`config.mk`:
```
export PLATFORM = sky130hd
export DESIGN_NAME = uniform_linear_resampler_core
export DESIGN_NICKNAME = d
export VERILOG_FILES = /design/src/hdl/urs_pkg.sv /design/src/hdl/uniform_linear_resampler_core.sv
export SDC_FILE = /design/constraint.sdc
export NUM_CORES = 1
export LEC_CHECK = 0
export ABC_AREA = 1
export BUFFER_PORTS_ARGS = -buffer_cell sky130_fd_sc_hd__buf_2
export CAP_MARGIN = 30
export CORE_UTILIZATION = 60
export CTS_CLUSTER_DIAMETER = 200
export DETAILED_ROUTE_END_ITERATION = 10
export PLACE_DENSITY = 0.79
export SLEW_MARGIN = 10
export SYNTH_ARGS = -nofsm -noshare
export SYNTH_HDL_FRONTEND = slang
export SYNTH_SLANG_ARGS = --single-unit
export TNS_END_PERCENT = 50
```
`constraint.sdc`:
```
create_clock -name clock -period 8.15 [get_ports clock]
set_input_delay 1.63 -clock clock [delete_from_list [all_inputs] [get_ports clock]]
set_output_delay 1.63 -clock clock [all_outputs]
set_load 0.005 [all_outputs]
```
`src/hdl/urs_pkg.sv`:
```
// Types and codes shared by the uniform linear resampler.
`timescale 1ns / 1ps

package urs_pkg;

   typedef enum logic [2:0] {
      STATUS_INTERP = 3'd0,
      STATUS_FIRST  = 3'd1,
      STATUS_LAST   = 3'd2,
      STATUS_NEED   = 3'd3,
      STATUS_DONE   = 3'd4
   } status_type;

   typedef enum logic {
      ACTION_PUSH    = 1'b0,
      ACTION_REQUEST = 1'b1
   } action_type;

   typedef struct packed {
      action_type   action;
      logic [31:0]  knot_time;
      logic signed [31:0] knot_value;
      logic         knot_last;
   } req_type;

   typedef struct packed {
      logic signed [31:0] sample_value;
      logic [23:0]  sample_index;
      status_type   status;
   } rsp_type;

   localparam logic [0:0] REG_SAMPLE_PERIOD = 1'd0;
   localparam logic [0:0] REG_SAMPLE_COUNT  = 1'd1;

   localparam logic [23:0] SAMPLE_PERIOD_RESET = 24'd250;
   localparam logic [23:0] SAMPLE_COUNT_RESET  = 24'd1024;

endpackage

```
`src/hdl/uniform_linear_resampler_core.sv`:
```
// Uniform linear resampler: knot window, grid sequencer and shared add/sub datapath.
//
//   channel   direction  handshake           payload
//   req       in         req_valid/req_stall  req_data (urs_pkg::req_type)
//   rsp       out        rsp_valid/rsp_stall  rsp_data (urs_pkg::rsp_type)
//   csr       in/out     psel/penable/pready  paddr, pwdata, prdata
//
// A knot push is taken directly in the idle state. A request that holds a value or reports
// need-knot or finished passes through DECIDE and EMIT; an interpolated sample is
// computed by one 34-bit adder reused for 4 setup steps, 32 shift-add multiply steps,
// 33 restoring divide steps and a final add. Reset is synchronous and clears the
// knot window and grid position. A stalled result holds in the output register;
// the next request waits at its last step until that register is free.
`timescale 1ns / 1ps

module uniform_linear_resampler_core (
   input  logic             clock,
   input  logic             reset,
   input  logic             req_valid,
   output logic             req_stall,
   input  urs_pkg::req_type req_data,
   output logic             rsp_valid,
   input  logic             rsp_stall,
   output urs_pkg::rsp_type rsp_data,
   input  logic             psel,
   input  logic             penable,
   input  logic             pwrite,
   input  logic [2:0]       paddr,
   input  logic [31:0]      pwdata,
   output logic [31:0]      prdata,
   output logic             pready
);

   import urs_pkg::*;

   typedef enum logic [3:0] {
      IDLE, DECIDE, NUM, DEN, DIFF, ABSV, MUL, DIV, FIN, EMIT
   } state_type;

   state_type   state_ff, state_in;

   logic [23:0] period_ff, count_ff;
   logic [31:0] lt_ff, rt_ff;
   logic [31:0] lv_ff, rv_ff;
   logic [1:0]  held_ff;
   logic        end_ff;
   logic [23:0] index_ff;
   logic [47:0] time_ff;

   logic [31:0] num_ff, den_ff;
   logic [32:0] mag_ff;
   logic        neg_ff;
   logic [64:0] prod_ff;
   logic [5:0]  cnt_ff;
   logic [31:0] value_ff;
   status_type  status_ff;
   logic        adv_ff;

   logic        rsp_valid_ff;
   rsp_type     rsp_ff;

   logic [33:0] add_a, add_b, add_sum;
   logic        add_cin;
   logic        wr_en;
   logic        take_req;
   logic        rsp_free;
   logic        ge;
   logic        interp_run;

   assign pready    = 1'b1;
   assign wr_en     = psel && penable && pwrite;
   assign prdata    = (paddr[2] == REG_SAMPLE_COUNT) ? {8'd0, count_ff} : {8'd0, period_ff};
   assign req_stall = (state_ff != IDLE);
   assign take_req  = req_valid && (state_ff == IDLE);
   assign rsp_free  = !rsp_valid_ff || !rsp_stall;
   assign rsp_valid = rsp_valid_ff;
   assign rsp_data  = rsp_ff;

   assign interp_run = (index_ff < count_ff) && (held_ff == 2'd2) &&
                       (time_ff >= {16'd0, lt_ff}) && (time_ff <= {16'd0, rt_ff}) &&
                       (rt_ff != lt_ff);

   assign add_sum = add_a + add_b + {33'd0, add_cin};
   assign ge      = !add_sum[33];

   always_comb begin
      add_a   = '0;
      add_b   = '0;
      add_cin = 1'b0;
      unique case (state_ff)
         NUM: begin
            add_a   = {2'b0, time_ff[31:0]};
            add_b   = ~{2'b0, lt_ff};
            add_cin = 1'b1;
         end
         DEN: begin
            add_a   = {2'b0, rt_ff};
            add_b   = ~{2'b0, lt_ff};
            add_cin = 1'b1;
         end
         DIFF: begin
            add_a   = {{2{rv_ff[31]}}, rv_ff};
            add_b   = ~{{2{lv_ff[31]}}, lv_ff};
            add_cin = 1'b1;
         end
         ABSV: begin
            if (neg_ff) begin
               add_b   = ~{neg_ff, mag_ff};
               add_cin = 1'b1;
            end else begin
               add_a = {1'b0, mag_ff};
            end
         end
         MUL: begin
            add_a = {1'b0, prod_ff[64:32]};
            add_b = prod_ff[0] ? {1'b0, mag_ff} : 34'd0;
         end
         DIV: begin
            add_a   = {1'b0, prod_ff[64:32]};
            add_b   = ~{2'b0, den_ff};
            add_cin = 1'b1;
         end
         FIN: begin
            add_a   = {2'b0, lv_ff};
            add_b   = neg_ff ? ~{1'b0, prod_ff[32:0]} : {1'b0, prod_ff[32:0]};
            add_cin = neg_ff;
         end
         default: begin
            add_a = '0;
         end
      endcase
   end

   always_comb begin
      state_in = state_ff;
      unique case (state_ff)
         IDLE:   if (take_req && req_data.action == ACTION_REQUEST) state_in = DECIDE;
         DECIDE: state_in = interp_run ? NUM : EMIT;
         NUM:    state_in = DEN;
         DEN:    state_in = DIFF;
         DIFF:   state_in = ABSV;
         ABSV:   state_in = MUL;
         MUL:    if (cnt_ff == 6'd31) state_in = DIV;
         DIV:    if (cnt_ff == 6'd32) state_in = FIN;
         FIN:    state_in = EMIT;
         EMIT:   if (rsp_free) state_in = IDLE;
         default: state_in = IDLE;
      endcase
   end

   always_ff @(posedge clock) begin
      if (reset) begin
         state_ff     <= IDLE;
         period_ff    <= SAMPLE_PERIOD_RESET;
         count_ff     <= SAMPLE_COUNT_RESET;
         lt_ff        <= '0;
         rt_ff        <= '0;
         lv_ff        <= '0;
         rv_ff        <= '0;
         held_ff      <= '0;
         end_ff       <= 1'b0;
         index_ff     <= '0;
         time_ff      <= '0;
         rsp_valid_ff <= 1'b0;
         adv_ff       <= 1'b0;
      end else begin
         state_ff <= state_in;

         if (wr_en) begin
            if (paddr[2] == REG_SAMPLE_COUNT) count_ff <= pwdata[23:0];
            else                              period_ff <= pwdata[23:0];
         end

         if (state_ff == EMIT && rsp_free) rsp_valid_ff <= 1'b1;
         else if (!rsp_stall)              rsp_valid_ff <= 1'b0;

         unique case (state_ff)
            IDLE: begin
               if (take_req && req_data.action == ACTION_PUSH && !end_ff) begin
                  priority if (held_ff == 2'd0) begin
                     lt_ff   <= req_data.knot_time;
                     lv_ff   <= req_data.knot_value;
                     held_ff <= 2'd1;
                  end else if (held_ff == 2'd1) begin
                     rt_ff   <= req_data.knot_time;
                     rv_ff   <= req_data.knot_value;
                     held_ff <= 2'd2;
                  end else begin
                     lt_ff <= rt_ff;
                     lv_ff <= rv_ff;
                     rt_ff <= req_data.knot_time;
                     rv_ff <= req_data.knot_value;
                  end
                  if (req_data.knot_last) end_ff <= 1'b1;
               end
            end
            DECIDE: begin
               priority if (index_ff >= count_ff) begin
                  status_ff <= STATUS_DONE;
                  value_ff  <= '0;
               end else if (held_ff == 2'd0) begin
                  status_ff <= STATUS_NEED;
                  value_ff  <= '0;
               end else if (time_ff < {16'd0, lt_ff}) begin
                  status_ff <= STATUS_FIRST;
                  value_ff  <= lv_ff;
               end else if (held_ff == 2'd1) begin
                  if (time_ff == {16'd0, lt_ff}) begin
                     status_ff <= STATUS_INTERP;
                     value_ff  <= lv_ff;
                  end else if (end_ff) begin
                     status_ff <= STATUS_LAST;
                     value_ff  <= lv_ff;
                  end else begin
                     status_ff <= STATUS_NEED;
                     value_ff  <= '0;
                  end
               end else if (time_ff <= {16'd0, rt_ff}) begin
                  status_ff <= STATUS_INTERP;
                  value_ff  <= lv_ff;
               end else if (end_ff) begin
                  status_ff <= STATUS_LAST;
                  value_ff  <= rv_ff;
               end else begin
                  status_ff <= STATUS_NEED;
                  value_ff  <= '0;
               end
            end
            FIN: begin
               value_ff <= add_sum[31:0];
            end
            EMIT: begin
               if (rsp_free) begin
                  rsp_ff.sample_value  <= value_ff;
                  rsp_ff.sample_index  <= index_ff;
                  rsp_ff.status        <= status_ff;
                  if (adv_ff) begin
                     index_ff <= index_ff + 24'd1;
                     time_ff  <= time_ff + {24'd0, period_ff};
                  end
               end
            end
            default: begin
               adv_ff <= adv_ff;
            end
         endcase

         if (state_ff == DECIDE) begin
            adv_ff <= (index_ff < count_ff) && (held_ff != 2'd0) &&
                      ((time_ff < {16'd0, lt_ff}) ||
                       ((held_ff == 2'd1) && ((time_ff == {16'd0, lt_ff}) || end_ff)) ||
                       ((held_ff == 2'd2) && ((time_ff <= {16'd0, rt_ff}) || end_ff)));
         end
      end
   end

   always_ff @(posedge clock) begin
      unique case (state_ff)
         NUM:  num_ff <= add_sum[31:0];
         DEN:  den_ff <= add_sum[31:0];
         DIFF: begin
            mag_ff <= add_sum[32:0];
            neg_ff <= add_sum[33];
         end
         ABSV: begin
            mag_ff  <= add_sum[32:0];
            prod_ff <= {33'd0, num_ff};
            cnt_ff  <= '0;
         end
         MUL: begin
            prod_ff <= {add_sum, prod_ff[31:1]};
            cnt_ff  <= (cnt_ff == 6'd31) ? 6'd0 : cnt_ff + 6'd1;
         end
         DIV: begin
            prod_ff <= {(ge ? add_sum[31:0] : prod_ff[63:32]), prod_ff[31:0], ge};
            cnt_ff  <= cnt_ff + 6'd1;
         end
         default: cnt_ff <= cnt_ff;
      endcase
   end

endmodule

```
Word-level counts from Yosys, hierarchy flattened
Cells that the tools add are included.
{"block": "classes", "addsub": 5, "order_cmp": 5, "eq_ne": 21, "mux": 42, "bitwise_logic": 9, "n_reduce_logical": 46}
{"operator": "$mux 32", "n": 13}
{"operator": "$pmux 34 s6", "n": 2}
{"operator": "$pmux 65 s3", "n": 1}
{"operator": "$mux 34", "n": 2}
{"operator": "$not 32->34", "n": 2}
{"operator": "$not 34->34", "n": 2}
{"operator": "$mux 33", "n": 2}
{"operator": "$pmux 32 s2", "n": 1}
{"operator": "$add 48x24->48", "n": 1}
{"operator": "$eq 48x32->1", "n": 1}
{"operator": "$ge 48x32->1", "n": 1}
{"operator": "$le 48x32->1", "n": 1}
{"operator": "$lt 48x32->1", "n": 1}
{"operator": "$pmux 4 s10", "n": 1}
{"operator": "$add 34x1->34", "n": 1}
{"operator": "$add 34x34->34", "n": 1}
{"operator": "$not 33->34", "n": 1}
{"operator": "$ne 32x32->1", "n": 1}
{"operator": "$add 24x1->24 const B", "n": 1}
{"operator": "$ge 24x24->1", "n": 1}
{"operator": "$lt 24x24->1", "n": 1}
{"operator": "$mux 24", "n": 1}
{"operator": "$mux 4", "n": 5}
{"operator": "$pmux 6 s3", "n": 1}
{"operator": "other kinds (30)", "n": 83}
{"block": "totals", "reg_bits": 520, "output_inout_bits": 94, "elab_cells": 152}

Depth between registers and ports, before layout
{"block": "logic_depth", "depth_word": 7, "depth_mapped": 26}

Worst setup path before layout
Ideal clock, no wire load.
{"block": "synth_timing", "kind": "input to register", "start": "in reset", "end": "reg rsp_ff (netlist bit rsp_data[0]), enable pin", "setup_ps": 476, "arrival_ps": 4728, "setup_slack_ps": 2946, "path_stages": 5, "path_buffers": 2, "path_cell_list": "clkbuf_1 > clkinv_1 > clkbuf_1 > nand2_1 > nor2_1"}
{"block": "synth_between", "elab_chain_len": 2}
{"element": "start: declaration", "line_no": "uniform_linear_resampler_core.sv:18", "text": "input logic reset,"}
{"element": "$not 1->1 (no source line)"}
{"element": "$reduce_and 3->1 (no source line)"}
{"element": "end: declaration", "line_no": "uniform_linear_resampler_core.sv:60", "text": "rsp_type rsp_ff;"}
Every way passes these cells.
A chain may end at the register's enable or synchronous reset.

Final worst setup path
{"block": "layout_timing", "start": "reg state_ff[2]", "end": "reg value_ff[14], data pin"}
{"block": "layout_between", "elab_chain_len": 6}
{"element": "start: declaration", "line_no": "uniform_linear_resampler_core.sv:40", "text": "state_type state_ff, state_in;"}
{"element": "start signal: assignment", "line_no": "uniform_linear_resampler_core.sv:167", "text": "state_ff <= state_in;"}
{"element": "$eq 4x3->1 or $eq 4x2->1 (tied branches)", "line_no": "uniform_linear_resampler_core.sv:90", "text": "unique case (state_ff)"}
{"element": "$reduce_or 2->1 (no source line)"}
{"element": "$pmux 34 s6", "line_no": "uniform_linear_resampler_core.sv:90"}
{"element": "$add 34x34->34", "line_no": "uniform_linear_resampler_core.sv:83", "text": "assign add_sum = add_a + add_b + {33'd0, add_cin};"}
{"element": "$add 34x1->34 (*)", "line_no": "uniform_linear_resampler_core.sv:83"}
{"element": "via add_sum[14]", "line_no": "uniform_linear_resampler_core.sv:62", "text": "logic [33:0] add_a, add_b, add_sum;"}
{"element": "$pmux 32 s2 (*)", "line_no": "uniform_linear_resampler_core.sv:177", "text": "unique case (state_ff)"}
{"element": "end signal: assignment", "line_no": "uniform_linear_resampler_core.sv:206", "text": "value_ff <= lv_ff;"}
{"element": "end signal: assignment", "line_no": "uniform_linear_resampler_core.sv:210", "text": "value_ff <= lv_ff;"}
{"element": "end signal: assignment", "line_no": "uniform_linear_resampler_core.sv:213", "text": "value_ff <= lv_ff;"}
{"element": "end: declaration", "line_no": "uniform_linear_resampler_core.sv:55", "text": "logic [31:0] value_ff;"}
The timed path passes the listed nets; every way through them passes the cells marked *.

==> out/metrics.csv <==
stage,metric,value,unit
outcome,outcome,"complete, no violations",
cts,hold buffers post-CTS,0,
layout,final core occ,67.81,%
grt,Congestion Overflow GR,0,
worst_setup_path,CP startpoint kind,flip-flop,
drt,Pre-antenna DRT Iters,6,
worst_setup_path,critical path endpoint category,flip-flop,
layout,share of layout cells above drive strength 1,9.170,%
layout,register area,13040,um^2
synthesis,yosys warns,0,
place,placed insts,4570,
worst_setup_path,CP Max Fanout,24,
timing,final hold slack,411.8,ps
power_and_ir_drop,pwr dens,192.1,nW/um^2
floorplan,Initial Util,60.78,%
place,Final HPWL DP,68.53,mm
layout,final std cells w/o fill,4678,
drt,via count,28340,
cts,"CTS clk-pin slew, worst paths",60,ps
cts,setup bufs post-CTS,0,
worst_setup_path,CP Buf/Inv Count,5,
synthesis,post-synthesis cell type count,53,
cts,CTS tree,yes,
synthesis,post-synthesis sequential area ratio,43.84,%
timing,Worst-Margin Slew,1001,ps
synthesis,synthesized area,29750,um^2
timing,Slew Limit Fails,0,
power_and_ir_drop,Tot Pwr,0.006378,W
worst_setup_path,CP max stage delay,870,ps
drt,Routed WL,98.37,mm
synthesis,Synth Register Bits,520,
layout,area delta synth->final,11.57,%
cts,CTS Buffer Depth,3,
cts,worst-skew pair later-pin latency,630,ps
timing,setup TNS,0,ps
timing,Worst Clk Skew,14.31,ps
worst_setup_path,WP data arrival,6320,ps
timing,Final Setup Violations,0,
grt,first-pass GRT wire length,148.0,mm
grt,vias in the first global route,25910,
timing,RSZ-0062 raised after global routing,no,
worst_setup_path,"Cell Chain, Critical Path","inv_2, nor2_2, inv_2, nor2_1, clkinv_1, buf_4, o21ai_0, a2111oi_0, fa_1, inv_1, fa_1, nand2_1, nand2_1, o21ai_0, o21bai_1, nand2_1, nand3_1, xor2_1, nand2_1, nand2_1",
timing,Max Clock Freq,170.1,MHz
cts,total CTS buffers,56,
grt,maximum number of pins on one net before global-route repair,101,
synthesis,"Primary FF master, synth",edfxtp_1,
floorplan,Site Rows,81,
grt,Global Route Usage Sum,38.48,%
cts,Max H-tree Level,2,
layout,filler cell count,4093,
cts,CTS sink count,520,
drt,DRC viols,0,
drt,DRT iter0 DRCs,3471,
power_and_ir_drop,Max IR drop VDD,197.7,uV
worst_setup_path,crit-path most repeated cell,nand2_1,
floorplan,I/O pins,202,
timing,max_slew headroom,33.24,%
hold_path,hold crit path type,reg2reg,
worst_setup_path,Worst EP required,8590,ps
floorplan,core region area,48950,um^2
cts,Resized Gates After CTS,0,
job,maxcap violations,0,
timing,min Tclk post-route,5880,ps
synthesis,Synth Instances,3855,
place,Buffers on Ports,182,
layout,nets@finish,4225,
place,GP Congestion,1.031,
worst_setup_path,Crit-path slowest cell,clkinv_1,
worst_setup_path,crit path kind,reg2reg,
synthesis,Synth Area per Inst,7.718,um^2
cts,root buf cell,clkbuf_16,
layout,area occupied by multi-input gates,14500,um^2
drt,drt wl/cell,21.03,um
floorplan,die width,224.7,um
synthesis,fraction of registers with async set or reset after synthesis,0,%
timing,Final Cycle Share,72.14,%
timing,Hold Fails Final Rpt,0,
worst_setup_path,"delay-heaviest family, CP",buffers and inverters,
grt,initial antenna violation count,1,
drt,post-DR vias/cell,6.058,
synthesis,Post-synth EDFFs,263,
drt,post-route ant nets,0,
floorplan,die area,50480,um^2
floorplan,die span in y,224.7,um
power_and_ir_drop,Static Leak,14.18,nW
==> per-layer routing <==
metal  GRT usage, %  vias to the layer above  part of all wire, %
li1               -                    13240                    -
met1          50.46                    13040                   39
met2          59.53                     1697                   44
met3          7.707                      355                   11
met4          21.64                        0                  6.1
met5              0                        -                    0
==> cells by family after synthesis <==
logic type	after synthesis	synth area share, %
and+or+nand+nor	1624	22.15
adders and majority gates	150	6.384
xor gates and xnor gates	89	2.620
DFF	520	43.84
AOI/OAI and AO/OA	875	17.19
other	2	0.02524
buffers and inverters	595	7.797
==> synthesized netlist by cell type (3+ instances only) <==
| cell | number | area [um^2] |
|---|---|---|
| o21a_1 | 6 | 45.04 |
| nor2_1 | 396 | 1486 |
| clkinv_1 | 3 | 11.26 |
| fa_1 | 3 | 60.06 |
| nand3_1 | 143 | 715.7 |
| dfxtp_1 | 257 | 5145 |
| nor3_1 | 39 | 195.2 |
| a31oi_1 | 79 | 494.2 |
| o21bai_1 | 9 | 67.56 |
| buf_4 | 16 | 120.1 |
| edfxtp_1 | 263 | 7898 |
| buf_2 | 21 | 105.1 |
| nand2_2 | 4 | 25.02 |
| ha_1 | 147 | 1839 |
| or2_2 | 10 | 62.56 |
| o221ai_1 | 46 | 402.9 |
| nor2_2 | 8 | 50.05 |
| o2111ai_1 | 23 | 201.4 |
| o21ai_1 | 33 | 165.2 |
| o21ai_0 | 360 | 1802 |
| o22ai_1 | 9 | 56.30 |
| nand4_1 | 30 | 187.7 |
| a211oi_1 | 14 | 105.1 |
| nand3b_1 | 6 | 45.04 |
| a21o_1 | 16 | 120.1 |
| a21oi_1 | 207 | 1036 |
| nand2_1 | 965 | 3622 |
| nor4_1 | 8 | 50.05 |
| and2_1 | 3 | 18.77 |
| nor3b_1 | 5 | 37.54 |
| o211ai_1 | 19 | 142.6 |
| clkbuf_1 | 134 | 503.0 |
| inv_1 | 398 | 1494 |
| buf_1 | 9 | 33.78 |
| xnor2_1 | 16 | 140.1 |
| xor2_1 | 73 | 639.4 |
| a311oi_1 | 16 | 140.1 |
| a221oi_1 | 27 | 236.5 |
| a21boi_0 | 4 | 30.03 |
| inv_2 | 14 | 52.55 |
==> cell usage in the layout, fill, tap and decap left out, types with 7 or more instances in the layout <==
cell type / count
o211ai_1: 19
o221ai_1: 46
buf_4: 39
nor2_1: 388
clkbuf_1: 18
o21ai_0: 360
clkbuf_16: 59
nand4_1: 30
o22ai_1: 9
xor2_1: 73
a21oi_1: 206
a31oi_1: 79
nor3_1: 38
o21bai_1: 9
dfxtp_1: 257
conb_1: 9
a221oi_1: 27
inv_1: 397
nor2_4: 7
xnor2_1: 16
a211oi_1: 14
buf_2: 182
nor2_2: 9
o2111ai_1: 23
nand3_1: 143
edfxtp_1: 263
a311oi_1: 16
o21ai_1: 33
clkinv_2: 7
a21o_1: 16
clkbuf_8: 11
nand2_1: 964
ha_1: 147
nor4_1: 8
or2_2: 10
inv_2: 15
==> worst paths after layout <==
path / startpoint / endpoint / slack [ps] / depth (start not counted)
setup / recovery: state_ff[2] / value_ff[14] / 2270 / 20
hold / removal: value_ff[10] / rsp_data[37] / 410 / 0
setup reg to reg: state_ff[2] / value_ff[14] / 2270 / 20
hold reg to reg: value_ff[10] / rsp_data[37] / 410 / 0
==> through the flow <==
| step | instance area [um^2] | setup WS (ps) |
|---|---|---|
| after floorplan | 29780 | 2946 |
| after global placement | 31150 | 2551 |
| after detailed placement | 31210 | 2443 |
| after CTS | 33120 | 2407 |
| after global routing | 33190 | 2021 |
| final | 33190 | 2270 |
==> cell type report <==
| class | count | share of cell area, % |
|---|---|---|
| clock buffers | 88 | 5.107 |
| clock inverters | 16 | 0.6446 |
| multi-input cells | 2747 | 43.67 |
| inverters | 415 | 4.700 |
| flip-flops and latches | 520 | 39.29 |
| well taps | 664 | 2.503 |
| diodes | 1 | 0.007539 |
| repair buffers | 227 | 4.078 |
==> where the power goes <==
group,internal [W],total (W),switching (W)
clock,0.00158,0.00265,0.00107
combinational,0.000218,0.000780,0.000562
sequential,0.00284,0.00294,0.000105
==> registers in the layout (all words and copies together) (netlist names), 2 cells and up <==
signal / count
value_ff: 32
lv_ff: 32
state_ff: 4
lt_ff: 32
rt_ff: 32
rsp_data: 59
held_ff: 2
index_ff: 24
status_ff: 3
prod_ff: 65
period_ff: 24
mag_ff: 33
cnt_ff: 6
num_ff: 32
den_ff: 32
count_ff: 24
rv_ff: 32
time_ff: 48
Note: power is estimated with default switching activity, not from simulation.
